**src/rtl/core/sce_pkg.sv**
```systemverilog
// Types, row codes and arithmetic helpers shared by the chordal error core.
package sce_pkg;

    localparam int FRONT_STAGES = 3;
    localparam int INFLIGHT_W   = 2;

    localparam logic [2:0] ROW_R00 = 3'd0;
    localparam logic [2:0] ROW_R10 = 3'd1;
    localparam logic [2:0] ROW_R01 = 3'd2;
    localparam logic [2:0] ROW_R11 = 3'd3;
    localparam logic [2:0] ROW_TX  = 3'd4;
    localparam logic [2:0] ROW_TY  = 3'd5;

    localparam logic signed [33:0] ROUND_ROT = 34'sd2048;
    localparam logic signed [50:0] ROUND_TRN = 51'sd8192;
    localparam logic signed [31:0] ONE_Q16   = 32'sd65536;
    localparam logic signed [31:0] NEG_ONE   = -32'sd65536;

    typedef struct packed {
        logic signed [15:0] from_cos;
        logic signed [15:0] from_sin;
        logic signed [31:0] from_x;
        logic signed [31:0] from_y;
        logic signed [15:0] to_cos;
        logic signed [15:0] to_sin;
        logic signed [31:0] to_x;
        logic signed [31:0] to_y;
        logic signed [15:0] meas_cos;
        logic signed [15:0] meas_sin;
        logic signed [31:0] meas_x;
        logic signed [31:0] meas_y;
    } t_item;

    typedef struct packed {
        logic        [2:0]  row_index;
        logic signed [31:0] error_value;
        logic signed [31:0] jac_from_dx;
        logic signed [31:0] jac_from_dy;
        logic signed [31:0] jac_from_dtheta;
        logic signed [31:0] jac_to_dx;
        logic signed [31:0] jac_to_dy;
        logic signed [31:0] jac_to_dtheta;
        logic               last_row;
    } t_result;

    typedef struct packed {
        logic signed [21:0] c;
        logic signed [21:0] s;
        logic signed [36:0] px;
        logic signed [36:0] py;
        logic signed [15:0] meas_cos;
        logic signed [15:0] meas_sin;
        logic signed [31:0] meas_x;
        logic signed [31:0] meas_y;
    } t_entry;

    typedef struct packed {
        logic                  push;
        logic [INFLIGHT_W-1:0] inflight;
    } t_front_stat;

    function automatic logic signed [31:0] sat32(input logic signed [37:0] x);
        logic signed [31:0] r;
        if (x > 38'sd2147483647) begin
            r = 32'sh7FFFFFFF;
        end else if (x < -38'sd2147483648) begin
            r = 32'sh80000000;
        end else begin
            r = x[31:0];
        end
        return r;
    endfunction

endpackage

```
**src/rtl/core/sce_queue.sv**
```systemverilog
// Queue of predictions between the front pipeline and the row sequencer.
module sce_queue #(
    parameter int DEPTH = 4
) (
    input  logic                 i_clk,
    input  logic                 i_rst_n,
    input  sce_pkg::t_front_stat i_stat,
    input  sce_pkg::t_entry      i_entry,
    input  logic                 i_pop,
    output logic                 o_full,
    output logic                 o_empty,
    output sce_pkg::t_entry      o_head
);

    localparam int PW  = $clog2(DEPTH);
    localparam int CW  = $clog2(DEPTH + 1);
    localparam int SW  = $clog2(DEPTH + sce_pkg::FRONT_STAGES + 1);

    sce_pkg::t_entry r_mem [DEPTH];
    logic [PW-1:0]   r_wr, r_rd;
    logic [CW-1:0]   r_count;
    logic [SW-1:0]   n_fill;

    always_ff @(posedge i_clk) begin
        if (i_stat.push) begin
            r_mem[r_wr] <= i_entry;
        end
    end

    always_ff @(posedge i_clk) begin
        if (!i_rst_n) begin
            r_wr    <= '0;
            r_rd    <= '0;
            r_count <= '0;
        end else begin
            if (i_stat.push) begin
                r_wr <= (r_wr == PW'(DEPTH - 1)) ? '0 : r_wr + 1'b1;
            end
            if (i_pop) begin
                r_rd <= (r_rd == PW'(DEPTH - 1)) ? '0 : r_rd + 1'b1;
            end
            if (i_stat.push && !i_pop) begin
                r_count <= r_count + 1'b1;
            end else if (!i_stat.push && i_pop) begin
                r_count <= r_count - 1'b1;
            end
        end
    end

    assign n_fill  = SW'(r_count) + SW'(i_stat.inflight);
    assign o_full  = n_fill >= SW'(DEPTH);
    assign o_empty = r_count == '0;
    assign o_head  = r_mem[r_rd];

`ifndef NO_ASSERTIONS
    a_no_overflow: assert property (@(posedge i_clk) disable iff (!i_rst_n)
        i_stat.push && !i_pop |-> r_count < CW'(DEPTH))
        else $error("queue written while full");
    a_no_underflow: assert property (@(posedge i_clk) disable iff (!i_rst_n)
        i_pop |-> r_count != '0)
        else $error("queue read while empty");
    a_fill_bound: assert property (@(posedge i_clk) disable iff (!i_rst_n)
        n_fill <= SW'(DEPTH + sce_pkg::FRONT_STAGES))
        else $error("items in flight exceed queue room");
`endif

endmodule

```
**config.mk**
```make
export PLATFORM = sky130hd
export DESIGN_NAME = sce_queue
export DESIGN_NICKNAME = d
export VERILOG_FILES = /design/src/rtl/core/sce_pkg.sv /design/src/rtl/core/sce_queue.sv
export SDC_FILE = /design/constraint.sdc
export NUM_CORES = 1
export LEC_CHECK = 0
export BUFFER_PORTS_ARGS = -buffer_cell sky130_fd_sc_hd__buf_2
export CORE_ASPECT_RATIO = 1.75
export CORE_MARGIN = 3
export CORE_UTILIZATION = 45
export CTS_CLUSTER_SIZE = 20
export DETAILED_ROUTE_END_ITERATION = 10
export GPL_TIMING_DRIVEN = 0
export PLACE_DENSITY_LB_ADDON = 0.2
export SYNTH_ARGS = -nofsm -noshare
export SYNTH_HDL_FRONTEND = slang
export SYNTH_SLANG_ARGS = --single-unit
```
**constraint.sdc**
```tcl
create_clock -name i_clk -period 9.8 [get_ports i_clk]
set_clock_uncertainty 0.05 [all_clocks]
set_input_delay 1.96 -clock i_clk [delete_from_list [all_inputs] [get_ports i_clk]]
set_output_delay 1.96 -clock i_clk [all_outputs]
set_load 0.05 [all_outputs]
```
# Word-level counts from Yosys, hierarchy flattened
# Memory sizes are Yosys's and may differ from the RTL's. A register that Yosys moved wholly into a read port is not among the register bits.
# Index checks and enable logic that the tools add are counted.
[totals]
reg_bits = 7
output_inout_bits = 216
ramBits = 856
memories = 1
word_cells = 26
[classes]
magnitude_cmp = 1
reduce_logical = 6
mux = 8
addsub = 5
eq_ne = 2
[mem_list]
columns = ["name", "words", "word_bits", "read_ports", "rd_ports_with_merged_regs", "write_ports", "line", "text"]
rows = [
  ["r_mem", 4, 214, 1, 1, 1, "sce_queue.sv:19", "sce_pkg::t_entry r_mem [DEPTH];"],
]
[op_table]
columns = ["operator", "n"]
rows = [
  ["2-bit 2-to-1 mux", 4],
  ["3-bit 2-to-1 mux", 2],
  ["2-bit by 1-bit adder with 2-bit output (second input constant)", 2],
  ["2-bit equality test (second input constant)", 2],
  ["3-bit by 1-bit adder with 3-bit output (second input constant)", 1],
  ["3-bit by 2-bit adder with 3-bit output", 1],
  ["3-bit greater-or-equal comparator (second input constant)", 1],
  ["3-bit logical NOT", 1],
  ["3-bit by 1-bit subtractor with 3-bit output (second input constant)", 1],
  ["1-bit logical AND", 2],
  ["1-bit logical NOT", 2],
  ["1-bit 2-to-1 mux", 2],
  ["2-bit nonzero test", 1],
]

# Logic depth before layout (Yosys ltp)
# Gate-level depths: netlist of the first run.
[depth]
depth_word = 4
depth_mapped = 7

# Worst setup path before layout of the first run
# No wires, ideal clock.
[synth_timing]
path_type = "input port to flip-flop"
from = "input port i_stat[2] in the netlist's numbering"
to = "memory r_mem[0][0] in the netlist's numbering, enable pin"
path_slack_ps = 2340
required_time_ps = 9150
path_buffers = 0
t_arrival_ps = 6810
setup_ps = 600
stages = 1
cell_sequence = "and2_1"
[synth_via]
elab_chain_cells = 2
[synth_rtl]
columns = ["item", "line", "text"]
rows = [
  ["start: declaration", "sce_queue.sv:7", "input sce_pkg::t_front_stat i_stat,"],
  ["1-bit 2-to-1 mux", "sce_queue.sv:25", "if (i_stat.push) begin"],
  ["1-bit 2-to-1 mux (implied by the code)", "sce_queue.sv:26", "r_mem[r_wr] <= i_entry;"],
  ["end: declaration", "sce_queue.sv:19", ""],
]
# Every way passes these cells.

==> flow_summary_export.csv, run 1 <==
group,metric,value,unit
synthesis,syn-num-nets,1392,
synthesis,ys.warnings.count,0,
power,p_leak,12.7,nW
hold_path,hp-class,"reg -> reg",
synthesis,ys_types,23,
routing,drtIter0Drc,777,
routing,detail_route.first_pass.iterations,4,
grt,antenna_found_initial,25,
timing,hold_slack,0.515,ns
power,powerDensity,220,nW/um^2
routing,wl_per_cell,24.4,um
critical_path,crit_arrival,3.00,ns
synthesis,yosysSeqAreaShare,82.3,%
critical_path,crit_slowest_cell,"clkbuf_1",
critical_path,crit_buf_inv,4,
routing,antenna_left,0,
clocking,clk_pin_slew_worst_paths,0.06,ns
grt,track_usage,17.8,%
timing,drv_slew,0,
floorplanning,num_rows,127,
clocking,cts_tree,"yes",
grt,grt_overflow,0,
run,maxCapViolations,0,
floorplanning,die_h,356,um
critical_path,endpoint_kind,"output port",
routing,vias,14200,
grt,grt_pass1_vias,15400,
clocking,cts-root-buf,"clkbuf_16",
finish,nNetsFinal,1925,
place,place_hpwl,42100,um
place,post-place-ws,4.85,ns
synthesis,syn-cell-area,31500,um^2
clocking,htree_levels,3,
routing,drc_errors,0,
routing,wl,65200,um
floorplanning,chipWidth,206,um
critical_path,reg2reg_slack,7.35,ns
clocking,post-cts-setup-buffer-count,0,
critical_path,critPathCapture,"o_head[35]",
outcome,outcome,"finished, final reports clean",
grt,grt_pass1_wl,97100,um
critical_path,crit_fanout,10,
timing,clock.fmax,200,MHz
synthesis,syn_area_per_cell,27.0,um^2
critical_path,crit_path_start_kind,"register",
clocking,cts_buffers,79,
clocking,clk_latency,0.60,ns
floorplanning,core_area,69000,um^2
critical_path,r2r-end,"r_mem[1][123]",
synthesis,synthCells,1164,
clocking,hold_buffers,0,
finish,syn2layout_area_growth,20.0,%
finish,layout_commonest_cell,"edfxtp_1",
power,finalPower,8.32,mW
timing,grt_setup_unrepaired,"false",
place,port_buffers,435,
critical_path,setup.worst_path.class,"reg -> out",
timing,timing_hold_violations_final,0,
power,vdd_drop_max,0.000195,V
synthesis,ys_ff_latch,865,
clocking,clockBufferDepth,3,
timing,worstMarginPinSlew,0.827,ns
critical_path,cp_data_required_time,7.79,ns
finish,mostFrequentLayoutCells,"856 x edfxtp_1, 458 x buf_2, 186 x mux4_2",
timing,fin_crit_sh,51.1,%
critical_path,cp_cell_sequence,"buf_2 -> clkbuf_1 -> buf_2 -> mux4_2 -> buf_2",
critical_path,rr_worst_depth,5,
critical_path,r2r-start,"r_wr[0]",
place,globalplace.congestion,0.705,
floorplanning,start_util,45.6,%
finish,drive_gt1_share,45.0,%
routing,via_per_inst,5.32,
clocking,cts_sinks,865,
critical_path,crit_top_cell,"buf_2",
grt,grt_max_degree,57,
timing,setup_ws,4.79,ns
timing,min_period,5.01,ns
critical_path,cp_top_family,"buffers and inverters",
timing,relSlewSlack,44.9,%
critical_path,cp_num_cells,5,
floorplanning,io_pins,436,
floorplanning,die_area,73300,um^2
timing,finalSetupViolations,0,
clocking,cts_resized,0,
timing,fin_tns_setup,0,ns
critical_path,max_stage_delay,0.67,ns
==> worst min-delay path: stages (launching register included) <==
cell	delay, ns
dfxtp_1	0.31
mux2i_1	0.13
nor2b_1	0.08
==> area by class of cell <==
cell class | instances | area [um^2]
Timing Repair Buffer | 452 | 2640
Antenna cell | 15 | 37.5
Multi-Input combinational cell | 247 | 5220
Buffer | 48 | 359
Tap cell | 903 | 1130
Sequential cell | 865 | 25900
Clock buffer | 96 | 2060
Inverter | 4 | 15.0
Fill cell | 5270 | 31200
Clock inverter | 45 | 417
==> flip-flops by register name, summed over array words and instances, names as in the netlist, named ones only <==
register  flops
r_mem       856
r_count       3
r_wr          2
r_rd          2
==> where the power goes <==
part | internal, mW | switching (mW)
Clock | 1.69 | 1.27
Sequential | 4.24 | 0.0340
Combinational | 0.322 | 0.769
==> metal layers <==
layer / GRT usage [%] / wire length, um
met5: 0 / 174
met4: 5.83 / 1590
met3: 7.22 / 6440
met2: 29.4 / 32600
met1: 21.6 / 24400
==> cell usage after synthesis, drive strengths merged <==
cell	count	area, um^2
mux4	214	4920
and2	5	31.3
clkbuf	6	22.5
nor2b	5	31.3
or3	1	6.26
nor3	2	10.0
xnor2	2	17.5
a31oi	1	6.26
fa	1	20.0
inv	4	15.0
o21ai	1	5.00
o21a	1	7.51
ha	7	87.6
buf	42	337
edfxtp	856	25700
xor2	1	8.76
mux2i	4	40.0
a21boi	1	7.51
dfxtp	9	180
nor2	1	3.75
==> kinds of logic after synthesis <==
logic type / after synthesis / share of synthesized area (%)
flops: 865 / 82.3
mux: 218 / 15.8
buf+inv: 52 / 1.19
simple gates: 14 / 0.262
fa+ha+maj: 8 / 0.342
compound gates: 4 / 0.0835
xor+xnor: 3 / 0.0835
==> per-stage QoR <==
step | instance area, um^2 | std cells | utilization [%]
2_1_floorplan | 31500 | 1164 | -
3_3_place_gp | 34800 | 2502 | 50.4
3_5_place_dp | 35200 | 2519 | 51.1
5_1_grt | 37700 | 2666 | 54.7
6_report | 37800 | 2675 | 54.8
4_1_cts | 37700 | 2660 | 54.7
==> worst min path at each step <==
stage                     startpoint         end  slack, ns  cells after the start
final                        r_rd[1]    register       0.52                      2
after global routing         r_rd[1]    register       0.52                      2
after CTS                 r_count[2]  r_count[2]       0.51                      2
after detailed placement  r_count[2]  r_count[2]       0.50                      2
after global placement    r_count[2]  r_count[2]       0.48                      2
after floorplan           r_count[2]  r_count[2]       0.44                      2
(Power assumes the default switching activity.)
==> run 2, diff against run 1 <==
==> constraint.sdc (replaced) <==
create_clock -name i_clk -period 4.4 [get_ports i_clk]
set_clock_uncertainty 0.05 [all_clocks]
set_input_delay 0.88 -clock i_clk [delete_from_list [all_inputs] [get_ports i_clk]]
set_output_delay 0.88 -clock i_clk [all_outputs]
set_load 0.05 [all_outputs]
==> flow_summary_export.csv, run 2 (same netlist as run 1, synthesis figures left out) <==
group,metric,value,unit
outcome,outcome,"finished, final reports clean",
critical_path,crit_path_start_kind,"register",
power,p_leak,12.7,nW
finish,syn2layout_area_growth,19.8,%
critical_path,r2r-end,"r_mem[1][142]",
critical_path,setup.worst_path.class,"reg -> out",
floorplanning,start_util,45.6,%
finish,layout_commonest_cell,"edfxtp_1",
clocking,hold_buffers,0,
clocking,clk_latency,0.60,ns
finish,drive_gt1_share,45.2,%
timing,clock.fmax,260,MHz
run,maxCapViolations,0,
routing,wl,65100,um
grt,grt_max_degree,57,
place,port_buffers,435,
clocking,clockBufferDepth,3,
place,numPlacedInstances,2518,
timing,finalSetupViolations,0,
clocking,cts_sinks,865,
grt,track_usage,18.0,%
place,globalplace.congestion,0.718,
critical_path,crit_slowest_cell,"clkbuf_1",
grt,use_met2,30.0,%
power,finalPower,18.6,mW
floorplanning,num_rows,127,
clocking,post-cts-setup-buffer-count,0,
power,powerDensity,492,nW/um^2
finish,nNetsFinal,1922,
timing,drv_slew,0,
clocking,htree_levels,3,
clocking,cts_buffers,77,
clocking,clk_pin_slew_worst_paths,0.06,ns
hold_path,whs_path_depth,1,
clocking,cts_tree,"yes",
grt,antenna_found_initial,22,
critical_path,rr_worst_depth,5,
finish,largest_reg_flops,856,
routing,vias,14100,
grt,met1_usage,21.9,%
hold_path,worst_hold_startpoint,"i_entry[18]",
grt,grt_pass1_vias,15500,
floorplanning,die_h,356,um
hold_path,hp-class,"in -> reg",
finish,mostFrequentLayoutCells,"856 x edfxtp_1, 458 x buf_2, 186 x mux4_2",
power,vdd_drop_max,0.000423,V
routing,detail_route.first_pass.iterations,5,
critical_path,crit_top_cell,"buf_2",
timing,fin_crit_sh,87.3,%
routing,antenna_left,0,
grt,met3_usage,6.94,%
place,place_hpwl,43000,um
floorplanning,io_pins,436,
finish,reg_top3,"r_mem x856, r_count x3",
critical_path,cp_data_required_time,3.47,ns
timing,grt_setup_unrepaired,"false",
timing,worstMarginPinSlew,0.929,ns
critical_path,crit_arrival,2.91,ns
critical_path,max_stage_delay,0.72,ns
timing,timing_hold_violations_final,0,
grt,grt_overflow,0,
grt,grt_pass1_wl,97900,um
critical_path,endpoint_kind,"output port",
finish,instances_no_fill,2662,
critical_path,reg2reg_slack,1.94,ns
critical_path,crit_fanout,10,
finish,max_flop_register,"r_mem",
routing,drtIter0Drc,740,
routing,wl_per_cell,24.5,um
routing,via_per_inst,5.31,
critical_path,cp_cell_sequence,"buf_2 -> clkbuf_1 -> buf_2 -> mux4_2 -> buf_2",
floorplanning,core_area,69000,um^2
routing,drc_errors,0,
floorplanning,chipWidth,206,um
clocking,cts_resized,0,
hold_path,whs_endpoint,"r_mem[1][18]",
timing,min_period,3.84,ns
grt,busiest_layer,"met2",
critical_path,r2r-start,"r_wr[0]",
clocking,cts-root-buf,"clkbuf_16",
floorplanning,die_area,73300,um^2
timing,relSlewSlack,38.0,%
[run 2: power by group]
group | switching (mW) | total [mW] | internal [mW]
Clock | 2.80 | 6.62 | 3.82
Combinational | 1.71 | 2.42 | 0.712
Sequential | 0.0761 | 9.52 | 9.44
Total | 4.58 | 18.6 | 14.0
[run 2: area by class of cell]
cell class | count | area (um^2)
Clock buffer | 93 | 2030
Tap cell | 903 | 1130
Sequential cell | 865 | 25900
Fill cell | 5277 | 31300
Multi-Input combinational cell | 247 | 5220
Antenna cell | 9 | 22.5
Buffer | 48 | 359
Inverter | 4 | 15.0
Clock inverter | 42 | 443
Timing Repair Buffer | 451 | 2600
[run 2: through the flow]
stage	TNS (ns)	setup slack, ns	utilization (%)	hold WS [ns]	instance area, um^2
global route	0	0.327	54.6	0.395	37700
global placement	-1733.57	-2.10	50.4	0.471	34800
finish	0	0.561	54.7	0.436	37700
floorplan	0	0.410	-	0.439	31500
detailed placement	0	1.01	51.1	0.512	35200
CTS	0	0.307	54.6	0.368	37700
[run 2: metal layers]
layer / share of wire, % / vias to the layer above
li1: - / 6164
met1: 37 / 7392
met4: 2.0 / 20
met2: 51 / 461
met5: 0.21 / -
met3: 9.7 / 104
[run 2: critical path: cells and delay by family, from the launching register on]
family                 cells  cell delay [ns]
buffers and inverters      4             1.63
multiplexers               1             0.36
flip-flops                 1             0.30
[run 2: worst max path at each step]
| stage | endpoint | cells after the start | slack (ns) | start |
|---|---|---|---|---|
| after global routing | o_head[47] | 5 | 0.33 | register |
| final | o_head[43] | 5 | 0.56 | register |
| after global placement | r_mem[0][159] | 2 | -2.10 | i_stat[2] |
| after CTS | o_head[43] | 5 | 0.31 | register |
| after detailed placement | o_head[43] | 5 | 1.01 | register |
| after floorplan | r_mem[3][0] | 1 | 0.41 | i_stat[2] |
