## config.mk

```make
export PLATFORM = sky130hd
export DESIGN_NAME = sce_back
export DESIGN_NICKNAME = d
export VERILOG_FILES = /design/src/rtl/core/sce_pkg.sv /design/src/rtl/core/sce_back.sv
export SDC_FILE = /design/constraint.sdc
export NUM_CORES = 1
export LEC_CHECK = 0
export BUFFER_PORTS_ARGS = -buffer_cell sky130_fd_sc_hd__buf_2
export CAP_MARGIN = 20
export CELL_PAD_IN_SITES_DETAIL_PLACEMENT = 1
export CELL_PAD_IN_SITES_GLOBAL_PLACEMENT = 1
export CORE_ASPECT_RATIO = 0.6
export CORE_MARGIN = 5
export CORE_UTILIZATION = 36
export CTS_CLUSTER_SIZE = 40
export DETAILED_ROUTE_END_ITERATION = 10
export PLACE_DENSITY_LB_ADDON = 0.25
export SLEW_MARGIN = 15
export SYNTH_ARGS = -nofsm -noshare
export SYNTH_HDL_FRONTEND = slang
export SYNTH_SLANG_ARGS = --single-unit
```

## constraint.sdc

```tcl
create_clock -name i_clk -period 8.1 [get_ports i_clk]
set_input_delay 1.62 -clock i_clk [delete_from_list [all_inputs] [get_ports i_clk]]
set_output_delay 1.62 -clock i_clk [all_outputs]
set_load 0.05 [all_outputs]
```

## src/rtl/core/sce_pkg.sv

```systemverilog
// Types, row codes and arithmetic helpers shared by the chordal error core.
package sce_pkg;

    localparam int FRONT_STAGES = 3;
    localparam int INFLIGHT_W   = 2;

    localparam logic [2:0] ROW_R00 = 3'd0;
    localparam logic [2:0] ROW_R10 = 3'd1;
    localparam logic [2:0] ROW_R01 = 3'd2;
    localparam logic [2:0] ROW_R11 = 3'd3;
    localparam logic [2:0] ROW_TX  = 3'd4;
    localparam logic [2:0] ROW_TY  = 3'd5;

    localparam logic signed [33:0] ROUND_ROT = 34'sd2048;
    localparam logic signed [50:0] ROUND_TRN = 51'sd8192;
    localparam logic signed [31:0] ONE_Q16   = 32'sd65536;
    localparam logic signed [31:0] NEG_ONE   = -32'sd65536;

    typedef struct packed {
        logic signed [15:0] from_cos;
        logic signed [15:0] from_sin;
        logic signed [31:0] from_x;
        logic signed [31:0] from_y;
        logic signed [15:0] to_cos;
        logic signed [15:0] to_sin;
        logic signed [31:0] to_x;
        logic signed [31:0] to_y;
        logic signed [15:0] meas_cos;
        logic signed [15:0] meas_sin;
        logic signed [31:0] meas_x;
        logic signed [31:0] meas_y;
    } t_item;

    typedef struct packed {
        logic        [2:0]  row_index;
        logic signed [31:0] error_value;
        logic signed [31:0] jac_from_dx;
        logic signed [31:0] jac_from_dy;
        logic signed [31:0] jac_from_dtheta;
        logic signed [31:0] jac_to_dx;
        logic signed [31:0] jac_to_dy;
        logic signed [31:0] jac_to_dtheta;
        logic               last_row;
    } t_result;

    typedef struct packed {
        logic signed [21:0] c;
        logic signed [21:0] s;
        logic signed [36:0] px;
        logic signed [36:0] py;
        logic signed [15:0] meas_cos;
        logic signed [15:0] meas_sin;
        logic signed [31:0] meas_x;
        logic signed [31:0] meas_y;
    } t_entry;

    typedef struct packed {
        logic                  push;
        logic [INFLIGHT_W-1:0] inflight;
    } t_front_stat;

    function automatic logic signed [31:0] sat32(input logic signed [37:0] x);
        logic signed [31:0] r;
        if (x > 38'sd2147483647) begin
            r = 32'sh7FFFFFFF;
        end else if (x < -38'sd2147483648) begin
            r = 32'sh80000000;
        end else begin
            r = x[31:0];
        end
        return r;
    endfunction

endpackage

```

## src/rtl/core/sce_back.sv

```systemverilog
// Row sequencer: emit six error and Jacobian rows per prediction.
module sce_back (
    input  logic             i_clk,
    input  logic             i_rst_n,
    input  logic             i_err_only,
    input  logic             i_q_empty,
    input  sce_pkg::t_entry  i_head,
    output logic             o_q_pop,
    input  logic             i_pop,
    output logic             o_empty,
    output sce_pkg::t_result o_result
);

    logic [2:0]       r_row;
    logic             r_out_vld;
    sce_pkg::t_result r_out;
    sce_pkg::t_result n_res;
    logic             n_load;

    logic signed [31:0] n_c, n_s, n_mc, n_ms, n_err_c, n_err_s;
    logic signed [31:0] n_err_x, n_err_y, n_pxs, n_pys, n_npxs;

    always_comb begin
        n_c     = 32'(i_head.c);
        n_s     = 32'(i_head.s);
        n_mc    = {{14{i_head.meas_cos[15]}}, i_head.meas_cos, 2'b00};
        n_ms    = {{14{i_head.meas_sin[15]}}, i_head.meas_sin, 2'b00};
        n_err_c = n_c - n_mc;
        n_err_s = n_s - n_ms;
        n_err_x = sce_pkg::sat32(38'(i_head.px) - 38'(i_head.meas_x));
        n_err_y = sce_pkg::sat32(38'(i_head.py) - 38'(i_head.meas_y));
        n_pxs   = sce_pkg::sat32(38'(i_head.px));
        n_pys   = sce_pkg::sat32(38'(i_head.py));
        n_npxs  = sce_pkg::sat32(-38'(n_pxs));

        n_res                 = '0;
        n_res.row_index       = r_row;
        n_res.last_row        = r_row == sce_pkg::ROW_TY;
        case (r_row)
            sce_pkg::ROW_R00, sce_pkg::ROW_R11: begin
                n_res.error_value     = n_err_c;
                n_res.jac_from_dtheta = n_s;
                n_res.jac_to_dtheta   = -n_s;
            end
            sce_pkg::ROW_R10: begin
                n_res.error_value     = n_err_s;
                n_res.jac_from_dtheta = -n_c;
                n_res.jac_to_dtheta   = n_c;
            end
            sce_pkg::ROW_R01: begin
                n_res.error_value     = -n_err_s;
                n_res.jac_from_dtheta = n_c;
                n_res.jac_to_dtheta   = -n_c;
            end
            sce_pkg::ROW_TX: begin
                n_res.error_value     = n_err_x;
                n_res.jac_from_dx     = sce_pkg::NEG_ONE;
                n_res.jac_from_dtheta = n_pys;
                n_res.jac_to_dx       = n_c;
                n_res.jac_to_dy       = -n_s;
            end
            sce_pkg::ROW_TY: begin
                n_res.error_value     = n_err_y;
                n_res.jac_from_dy     = sce_pkg::NEG_ONE;
                n_res.jac_from_dtheta = n_npxs;
                n_res.jac_to_dx       = n_s;
                n_res.jac_to_dy       = n_c;
            end
            default: begin
                n_res.error_value = '0;
            end
        endcase
        if (i_err_only) begin
            n_res.jac_from_dx     = '0;
            n_res.jac_from_dy     = '0;
            n_res.jac_from_dtheta = '0;
            n_res.jac_to_dx       = '0;
            n_res.jac_to_dy       = '0;
            n_res.jac_to_dtheta   = '0;
        end
    end

    assign n_load  = !i_q_empty && (!r_out_vld || i_pop);
    assign o_q_pop = n_load && (r_row == sce_pkg::ROW_TY);

    always_ff @(posedge i_clk) begin
        if (!i_rst_n) begin
            r_row     <= sce_pkg::ROW_R00;
            r_out_vld <= 1'b0;
        end else begin
            if (n_load) begin
                r_row     <= (r_row == sce_pkg::ROW_TY) ? sce_pkg::ROW_R00 : r_row + 1'b1;
                r_out_vld <= 1'b1;
            end else if (i_pop) begin
                r_out_vld <= 1'b0;
            end
        end
    end

    always_ff @(posedge i_clk) begin
        if (n_load) begin
            r_out <= n_res;
        end
    end

    assign o_empty  = !r_out_vld;
    assign o_result = r_out;

`ifndef NO_ASSERTIONS
    a_row_range: assert property (@(posedge i_clk) disable iff (!i_rst_n)
        r_row <= sce_pkg::ROW_TY)
        else $error("row counter out of range");
    a_pop_on_last: assert property (@(posedge i_clk) disable iff (!i_rst_n)
        o_q_pop |=> r_out_vld && r_out.last_row && r_row == sce_pkg::ROW_R00)
        else $error("prediction released before its last row");
    a_row_order: assert property (@(posedge i_clk) disable iff (!i_rst_n)
        n_load && r_out_vld && r_out.row_index != sce_pkg::ROW_TY
        |-> r_row == r_out.row_index + 3'd1)
        else $error("rows out of order");
`endif

endmodule

```

After elaboration in Yosys (flattened, before gate mapping). Index checks and enable logic that the tools add are counted.

Flip-flop bits (word level): 232. Latch bits: 0. Bits in writable memories: 0. Bits in read-only memories: 0. Input bits: 219. Output and inout port bits: 230. Logic and storage cells: 62. Memories: 0.

Add/subtract/negate cells: 9. Multipliers: 0. Div/mod/pow operators: 0. Order comparisons: 10. Eq/ne operators: 5. Shift-type cells: 0. Multiplexer cells: 19. Bitwise logic cells: 0. Reductions and logical operators: 8.

Operator list (number): 2-to-1 mux 32 bit (12); one-hot mux 32 bit (5 select lines) (2); one-hot mux 64 bit (2 select lines) (1); > comparator 38 x 32 -> 1 bit (second input constant) (3); < comparator 38 x 32 -> 1 bit (second input constant) (3); one-hot mux 32 bit (3 select lines) (1); subtractor 37 x 32 -> 38 bit (2); > comparator 37 x 32 -> 1 bit (second input constant) (2); < comparator 37 x 32 -> 1 bit (second input constant) (2); negator 22 -> 32 bit (2); subtractor 22 x 18 -> 23 bit (2); negator 32 -> 38 bit (1); negator 23 -> 32 bit (1); equality test 3 x 2 -> 1 bit (second input constant) (2); equality test 3 bit (second input constant) (2); adder 3 x 1 -> 3 bit (second input constant) (1); equality test 3 x 1 -> 1 bit (second input constant) (1); logical NOT 3 bit (1); 2-to-1 mux 3 bit (1); logical AND 1 bit (2); logical NOT 1 bit (2); 2-to-1 mux 1 bit (2); nonzero test 2 bit (1); OR reduction 2 bit (1); logical OR 1 bit (1).

Logic depth before layout (Yosys ltp). Gate-level depths: netlist of run 1.

Word-level depth: 8. Mapped depth: 17. Gate-level depth less buffers: 15.

Worst setup path after synthesis of run 1. No wires, ideal clock.

Kind: input to output. From: in i_pop. To: out o_q_pop. Arrival time: 7.176 ns. Required time: 6.480 ns. Slack: -0.696 ns. Stages: 4. Buffers on the path: 1. Path through: nand2b_1 nor2b_1 clkbuf_1 and3_1.

Cells in the longest elaborated chain, start to end: 3.

RTL lines: start, declared (line sce_back.sv:9) `input logic i_pop,`; logical OR 1 bit (line sce_back.sv:83) `assign n_load = !i_q_empty && (!r_out_vld || i_pop);`; logical AND 1 bit (line sce_back.sv:83); named net n_load (line sce_back.sv:18) `logic n_load;`; logical AND 1 bit (line sce_back.sv:84) `assign o_q_pop = n_load && (r_row == sce_pkg::ROW_TY);`; end, declared (line sce_back.sv:8) `output logic o_q_pop,`.

The timed path passes the listed nets, and every way through them passes these cells.

==> key figures, run 1 <==
Timing
  • Setup skew after layout: 0.009878 ns
  • Worst slew slack as a fraction of its limit: 0.2969
  • Setup_tns: 0 ns
  • Setup repair after global routing missed its margin: false
  • Final worst-path cycle share: 0.7875
  • Final hold violation count: 0
  • Min Tclk post-route: 6.379 ns
  • Number of max-slew violations in the final report: 0
  • Count of endpoints failing setup in the final report: 0
  • Highest clock rate: 156.8 MHz
  • Worst-case setup margin in the final layout: 1.721 ns
  • Actual transition at the worst max-transition pin: 1.055 ns

Floorplanning
  • Die width: 290.4 um
  • Boundary pin count: 449
  • Starting Density: 0.3653
  • Placement Rows: 61
  • Vertical die dimension: 178.2 um
  • Die footprint: 51760 sq um
  • Area of the core region: 46480 sq um

Yosys
  • Top-area cell type share of the netlist area: 0.2759
  • Proportion of register bits with asynchronous set or reset after synthesis: 0
  • Number of flops mapped to enable cells by yosys: 156
  • Synth area leaders: edfxtp_1 (28%), ha_1 (8.8%), o21ai_0 (5.1%)
  • Library cell with the largest summed area after synthesis: edfxtp_1
  • Flip-flop and latch count after synthesis: 160
  • Synthesized netlist cell count: 2108
  • Mapped cell area: 16980 sq um
  • Average size of a mapped cell: 8.056 sq um
  • Synth warn: 0
  • Part of the Yosys area used for sequential elements: 0.2806
  • Synth cell types: 86
  • Post-synth top flop: edfxtp_1

Worst hold path
  • Worst min-delay path endpoint: r_out_vld
  • Worst hold path type: register to register
  • Hold path start: r_out_vld
  • WHS Path Cells: 2

Pwr
  • Net Switching: 1.645 mW
  • Static leakage power: 8.633 nW
  • Combinational Power Share: 0.448
  • Portion of total power attributed to sequential cells: 0.298
  • Part of the power in the clock network: 0.254
  • Power per cell area: 177.3 nW/um^2
  • Worst voltage drop across the vdd grid: 0.0001523 V
  • Internal Pwr Total: 1.879 mW
  • Switching part of the total power: 0.4668

Detailed routing
  • First DRT Iteration DRCs: 2073
  • Vias post-DR: 18770
  • Residual DRC: 0
  • DRT antenna net count: 0
  • Final routed wire length divided by cell count: 27.87 um
  • Total length of routed wires: 85220 um
  • Number of vias per cell after detailed routing: 6.138
  • Number of detailed-routing iterations run before antenna repair: 5

Setup path
  • Req. time, crit path: 8.42 ns
  • Element type at the critical path start: input pin
  • R2r worst-path depth: 6
  • Maximum fanout along the worst path: 31
  • Reg2reg setup slack: 4.78 ns
  • Endpoint type of the worst setup path: register
  • Reg-to-reg critical path endpoint: o_result[101]
  • Setup CP Type: input pin to register
  • R2R Path Start: r_row[0]
  • Worst path arrival time: 6.70 ns

Job
  • Max-Cap Viols: 0

CTS
  • Number of cells upsized or downsized after cts: 0
  • Hold buffer count at CTS: 0
  • Latest clock arrival within the worst-skew pair: 0.47 ns
  • Buffer depth of the longest clock path: 2
  • CTS tree: built
  • Number of CTS-inserted buffers: 17
  • # Post-CTS Setup Buffers: 0
  • Clock tree sinks: 160
  • Clock-pin slew reported for the worst setup and hold paths after clock tree synthesis: 0.09 ns
  • Clock root buffer: clkbuf_16
  • Number of levels in the clock H-tree: 4

GRT
  • Number of antenna violations at the first check in global routing: 4
  • Number of global-route vias before repair: 18140
  • Global-route wire length before repair: 122200 um
  • Residual overflow from global routing: 0
  • Total routing resource utilization after global routing: 0.3133
  • Maximum number of pins on one net before global-route repair: 163

Final layout
  • Number of nets in the layout: 2754
  • Share of layout cells above drive strength 1: 0.2115
  • Synth-to-layout area growth: 17.04%
  • Total of fill cells in the finished design: 5686

Placement
  • Port Buf Inserts: 416
  • Final weighted congestion in routability-driven placement: 1.015
  • Setup slack after placement: 1.449 ns
  • Detailed placement HPWL: 68940 um

Run status
  • Result of the run: finished, final reports clean
==> placed cells by master, fill, tap and decap left out, types with 23 or more instances in the layout <==
master / count
xor2_1: 45
edfxtp_1: 156
nor2b_1: 23
o21ai_0: 170
conb_1: 32
xnor2_1: 84
inv_1: 137
nand3_1: 57
a21oi_1: 165
ha_1: 119
a21o_1: 43
a31oi_1: 43
buf_2: 416
nand2b_1: 29
nand2_1: 181
a22o_1: 42
nor3_1: 46
nor2_1: 166
o21a_1: 27
a22oi_1: 35
==> worst max-delay path by stage <==
stage	slack, ns	cells after the start	to	start
final	1.72	15	o_result[207]	i_head[96]
after global routing	1.49	16	o_result[220]	i_head[172]
after CTS	1.90	16	o_result[220]	i_head[172]
after detailed placement	1.45	16	o_result[220]	i_head[172]
after global placement	1.50	16	o_result[218]	i_head[172]
after floorplan	1.86	4	o_q_pop	i_pop
==> Yosys cell counts (all sizes together), types with 18 or more instances <==
master and count:
a21o 43, ha 119, buf 87, o21a 27, and3 20, clkbuf 93
nand4 20, nor2 168, nand3 57, nand2b 29, a21oi 167, nor3 47
nor2b 24, a22oi 35, nor4 22, nand2 182, a22o 43, o31ai 18
a31oi 43, inv 137, edfxtp 156, o21ai 173, xor2 45, xnor2 84
==> routing by layer <==
layer	wire (um)	track usage	share of wire
met5	37	0	0.00043
met4	1939	0.07639	0.023
met3	8861	0.09308	0.10
met2	35970	0.4603	0.42
met1	38420	0.4517	0.45
==> through the flow <==
step / util / hold WS [ns] / total power, mW / area, sq um / std cells
floorplan: - / 0.4064 / 2.092 / 17100 / 2139
global placement: 0.4131 / 0.4910 / 2.582 / 19200 / 3021
detailed placement: 0.4131 / 0.5297 / 2.602 / 19200 / 3021
CTS: 0.4266 / 0.5413 / 3.493 / 19830 / 3053
global route: 0.4274 / 0.5613 / 3.652 / 19870 / 3055
finish: 0.4276 / 0.5341 / 3.525 / 19870 / 3058
==> cell type report <==
cell class / count / area, sq um / area share
Inverter: 137 / 514.2 / 0.02588
Clock inverter: 15 / 198.9 / 0.01001
Multi-Input combinational cell: 1662 / 10920 / 0.5495
Clock buffer: 17 / 425.4 / 0.02141
Antenna cell: 3 / 7.507 / 0.0003777
Sequential cell: 160 / 4765 / 0.2397
Tap cell: 630 / 788.3 / 0.03966
Timing Repair Buffer: 434 / 2255 / 0.1134
==> power groups by stage <==
stage	logic, mW	registers, mW	clock network [mW]
after floorplan	0.796	1.30	0
after CTS	1.55	1.05	0.897
after global routing	1.66	1.05	0.935
final	1.58	1.05	0.895
after detailed placement	1.54	1.07	0
after global placement	1.52	1.07	0
==> state kept, by name (all words and copies together), names as in the netlist <==
name       cells
r_out_vld      1
o_result     156
r_row          3
==> critical path: stages <==
cell,delay [ns]
buf_2,0.13
inv_1,0.06
ha_1,0.29
fa_1,0.45
nor2b_1,0.21
nor3_1,0.07
o21ai_0,0.58
a221oi_1,0.35
or4b_2,0.76
a31oi_1,0.33
xnor2_1,0.11
nor4_1,0.35
a31o_2,0.74
nand3b_1,0.41
nand3_1,0.19
==> cells by family after synthesis <==
logic type	after synthesis	share of synthesized area
AOI/OAI and AO/OA	720	0.2798
xor gates and xnor gates	129	0.06653
adders and majority gates	123	0.09240
buffers and inverters	317	0.08716
DFF	160	0.2806
muxes	6	0.003684
other	1	0.0002208
and+or+nand+nor	652	0.1896
(Power assumes the default switching activity.)
==> inputs of run 2 (changes only) <==
Settings changed: ABC_AREA set to 1, CORE_UTILIZATION 36 to 39.
Clock period 8.1 ns to 6.5 ns, I/O delays scaled along.
==> run 2 against run 1 <==
Final area is 13% higher. Die area increased by 5.6%. Clock power grew 18%. Via count grew 24%. Core utilization is 2.7 points higher. Final cell count grew 37%. Global-route usage up 2.3 points. Critical endpoint is now o_result[201]. Largest power group unchanged.
==> key figures, run 2 <==
Run status
  • Result of the run: finished, final reports clean (unchanged)

Floorplanning
  • Area of the core region: 49420 sq um (was 46480 sq um)
  • Placement Rows: 63 (was 61)
  • Die footprint: 54660 sq um (was 51760 sq um)
  • Boundary pin count: 449 (unchanged)
  • Die width: 298.5 um (was 290.4 um)
  • Starting Density: 0.3941 (was 0.3653)
  • Vertical die dimension: 183.1 um (was 178.2 um)

Final layout
  • Number of nets in the layout: 3854 (was 2754)
  • Most frequent cells in the layout: nand2_1 (969), inv_1 (536), buf_2 (416), nor2_1 (325), nand3_1 (207) (was buf_2 (416), nand2_1 (181), o21ai_0 (170), nor2_1 (166), a21oi_1 (165))
  • Core Util, Final: 0.4546 (was 0.4276)
  • Share of layout cells above drive strength 1: 0.1418 (was 0.2115)
  • Final design area excluding fillers: 22470 sq um (was 19870 sq um)
  • Synth-to-layout area growth: 15.35% (was 17.04%)
  • Most common library cell in the layout ignoring fill and taps: nand2_1 (was buf_2)
  • Total of fill cells in the finished design: 6901 (was 5686)
  • Number of flip-flops in the largest register: 156 (unchanged)

Yosys
  • Average size of a mapped cell: 6.158 sq um (was 8.056 sq um)
  • Post-synth top flop: edfxtp_1 (unchanged)
  • Synthesized netlist cell count: 3163 (was 2108)
  • Synth area leaders: edfxtp_1 (24%), nand2_1 (19%), inv_1 (10%) (was edfxtp_1 (28%), ha_1 (8.8%), o21ai_0 (5.1%))
  • Proportion of register bits with asynchronous set or reset after synthesis: 0 (unchanged)
  • Library cell with the largest summed area after synthesis: edfxtp_1 (unchanged)
  • Flip-flop and latch count after synthesis: 160 (unchanged)
  • Mapped cell area: 19480 sq um (was 16980 sq um)
  • Top-area cell type share of the netlist area: 0.2405 (was 0.2759)
  • Synth cell types: 49 (was 86)
  • Number of flops mapped to enable cells by yosys: 156 (unchanged)
  • Synth warn: 0 (unchanged)
  • Ranking of synthesized cells by instance count: nand2_1 (969), inv_1 (536), nor2_1 (326) (was nand2_1 (181), o21ai_0 (172), nor2_1 (168))
  • Most frequently used cell type in the post-synthesis netlist: nand2_1 (unchanged)
  • Part of the Yosys area used for sequential elements: 0.2446 (was 0.2806)

Timing
  • Number of max-slew violations in the final report: 0 (unchanged)
  • Count of endpoints failing setup in the final report: 0 (unchanged)
  • Highest clock rate: 213.3 MHz
  • Setup repair after global routing missed its margin: false (unchanged)
  • Final worst-path cycle share: 0.7213
  • Min Tclk post-route: 4.689 ns
  • Actual transition at the worst max-transition pin: 1.155 ns (was 1.055 ns)
  • Final hold violation count: 0 (unchanged)
  • Setup skew after layout: 0.01157 ns (was 0.009878 ns)
  • Worst slew slack as a fraction of its limit: 0.2302 (was 0.2969)
  • Setup_tns: 0 ns (unchanged)

Detailed routing
  • First DRT Iteration DRCs: 2283 (was 2073)
  • Total length of routed wires: 96810 um (was 85220 um)
  • Residual DRC: 0 (unchanged)
  • Final routed wire length divided by cell count: 23.17 um (was 27.87 um)
  • Number of vias per cell after detailed routing: 5.552 (was 6.138)
  • DRT antenna net count: 0 (unchanged)
  • Number of detailed-routing iterations run before antenna repair: 6 (was 5)
  • Vias post-DR: 23200 (was 18770)

CTS
  • Clock-pin slew reported for the worst setup and hold paths after clock tree synthesis: 0.07 ns (was 0.09 ns)
  • Hold buffer count at CTS: 0 (unchanged)
  • Number of CTS-inserted buffers: 17 (unchanged)
  • Number of levels in the clock H-tree: 4 (unchanged)
  • Clock root buffer: clkbuf_16 (unchanged)
  • Number of cells upsized or downsized after cts: 0 (unchanged)
  • # Post-CTS Setup Buffers: 0 (unchanged)
  • Clock tree sinks: 160 (unchanged)
  • Latest clock arrival within the worst-skew pair: 0.45 ns (was 0.47 ns)
  • CTS tree: built (unchanged)
  • Buffer depth of the longest clock path: 2 (unchanged)

Job
  • Max-Cap Viols: 0 (unchanged)

Setup path
  • Req. time, crit path: 6.64 ns (was 8.42 ns)
  • Setup CP Type: input pin to register (unchanged)
  • Worst path arrival time: 4.83 ns (was 6.70 ns)
  • Maximum fanout along the worst path: 15 (was 31)
  • Endpoint type of the worst setup path: register (unchanged)
  • Element type at the critical path start: input pin (unchanged)

Pwr
  • Worst voltage drop across the vdd grid: 0.0001875 V (was 0.0001523 V)
  • Power per cell area: 199.5 nW/um^2 (was 177.3 nW/um^2)
  • Static leakage power: 12.06 nW (was 8.633 nW)

Worst hold path
  • Worst hold path type: register to register (unchanged)

GRT
  • Residual overflow from global routing: 0 (unchanged)
  • Number of antenna violations at the first check in global routing: 3 (was 4)
  • Number of global-route vias before repair: 22830 (was 18140)
  • Maximum number of pins on one net before global-route repair: 84 (was 163)
  • Total routing resource utilization after global routing: 0.3358 (was 0.3133)
  • Global-route wire length before repair: 141300 um (was 122200 um)

Placement
  • Placed standard-cell area: 21850 sq um (was 19200 sq um)
  • Final weighted congestion in routability-driven placement: 0.9959 (was 1.015)
  • Detailed placement HPWL: 81600 um (was 68940 um)
  • Port Buf Inserts: 416 (unchanged)
-- run 2: changes by cell type in the layout (fill, tap and decap cells not counted), sizes merged, moves of 39 or more --
| cell | previous run | this run |
|---|---|---|
| nand4 | 20 | 76 |
| a22o | 43 | 0 |
| o22ai | 2 | 68 |
| nand3 | 57 | 208 |
| nand2 | 182 | 973 |
| o21ai | 173 | 117 |
| inv | 146 | 550 |
| a31oi | 43 | 4 |
| nor2 | 168 | 330 |
| xnor2 | 84 | 29 |
-- run 2: worst paths after layout --
check                                  from             to  slack [ns]  cells after the start
worst min register to register     r_row[2]  o_result[227]        0.55                      0
worst min-delay path               r_row[2]  o_result[227]        0.55                      0
worst max register to register     r_row[2]   o_result[35]        2.85                      9
worst max-delay path            i_head[133]  o_result[201]        1.81                     20
-- run 2: cell type report --
cell class	count	area, sq um	share of cell area
Clock inverter	15	166.4	0.007407
Inverter	545	2046	0.09106
Tap cell	650	813.3	0.03620
Multi-Input combinational cell	2351	11990	0.5339
Clock buffer	17	425.4	0.01894
Antenna cell	4	10.01	0.0004455
Timing Repair Buffer	437	2247	0.1000
Sequential cell	160	4765	0.2121
-- run 2: worst max-delay path, cell delays in order --
cell	delay (ns)
buf_2	0.07
inv_1	0.04
ha_1	0.20
fa_1	0.43
o21ai_0	0.25
nand3_1	0.12
nand2_1	0.13
nand2_1	0.07
nand2_1	0.16
nand2_1	0.17
nand2_1	0.12
nand2_1	0.05
nand2_1	0.06
nand2_1	0.05
nor2_1	0.17
nand3_1	0.20
nand3_1	0.38
nand2_1	0.09
inv_1	0.52
nand4_1	0.20
-- run 2: power by group --
part | leakage (nW) | switching [mW] | total, mW | internal [mW]
logic | 10.2 | 1.59 | 2.13 | 0.537
clock network | 0.283 | 0.539 | 1.06 | 0.518
registers | 1.59 | 0.0514 | 1.30 | 1.24
-- run 2: cell families (layout without fill, tap and decap cells) --
| group | Yosys count | after routing | share of synthesized area |
|---|---|---|---|
| AOI/OAI and AO/OA | 433 | 433 | 0.1265 |
| xor gates and xnor gates | 110 | 110 | 0.04947 |
| adders and majority gates | 123 | 123 | 0.08056 |
| buffers and inverters | 683 | 1014 | 0.1476 |
| DFF | 160 | 160 | 0.2446 |
| other | 1 | 36 | 0.0001925 |
| and+or+nand+nor | 1653 | 1653 | 0.3511 |
-- run 2: metrics by stage --
stage / setup WS, ns / hold WS, ns / cells / power, mW
3_3_place_gp: 1.623 / 0.5010 / 4142 / 3.351
4_1_cts: 1.958 / 0.5423 / 4174 / 4.429
6_report: 1.811 / 0.5482 / 4179 / 4.481
5_1_grt: 1.588 / 0.5554 / 4178 / 4.668
3_5_place_dp: 1.501 / 0.5328 / 4142 / 3.389
2_1_floorplan: 0.06520 / 0.4064 / 3194 / 2.681
-- run 2: layer usage --
metal  vias to the layer above  share of wire  GRT usage
li1                      10810              -          -
met1                     11190           0.45     0.4813
met2                      1053           0.43     0.5232
met3                       141          0.082    0.05738
met4                         0          0.031    0.09633
met5                         -              0          0
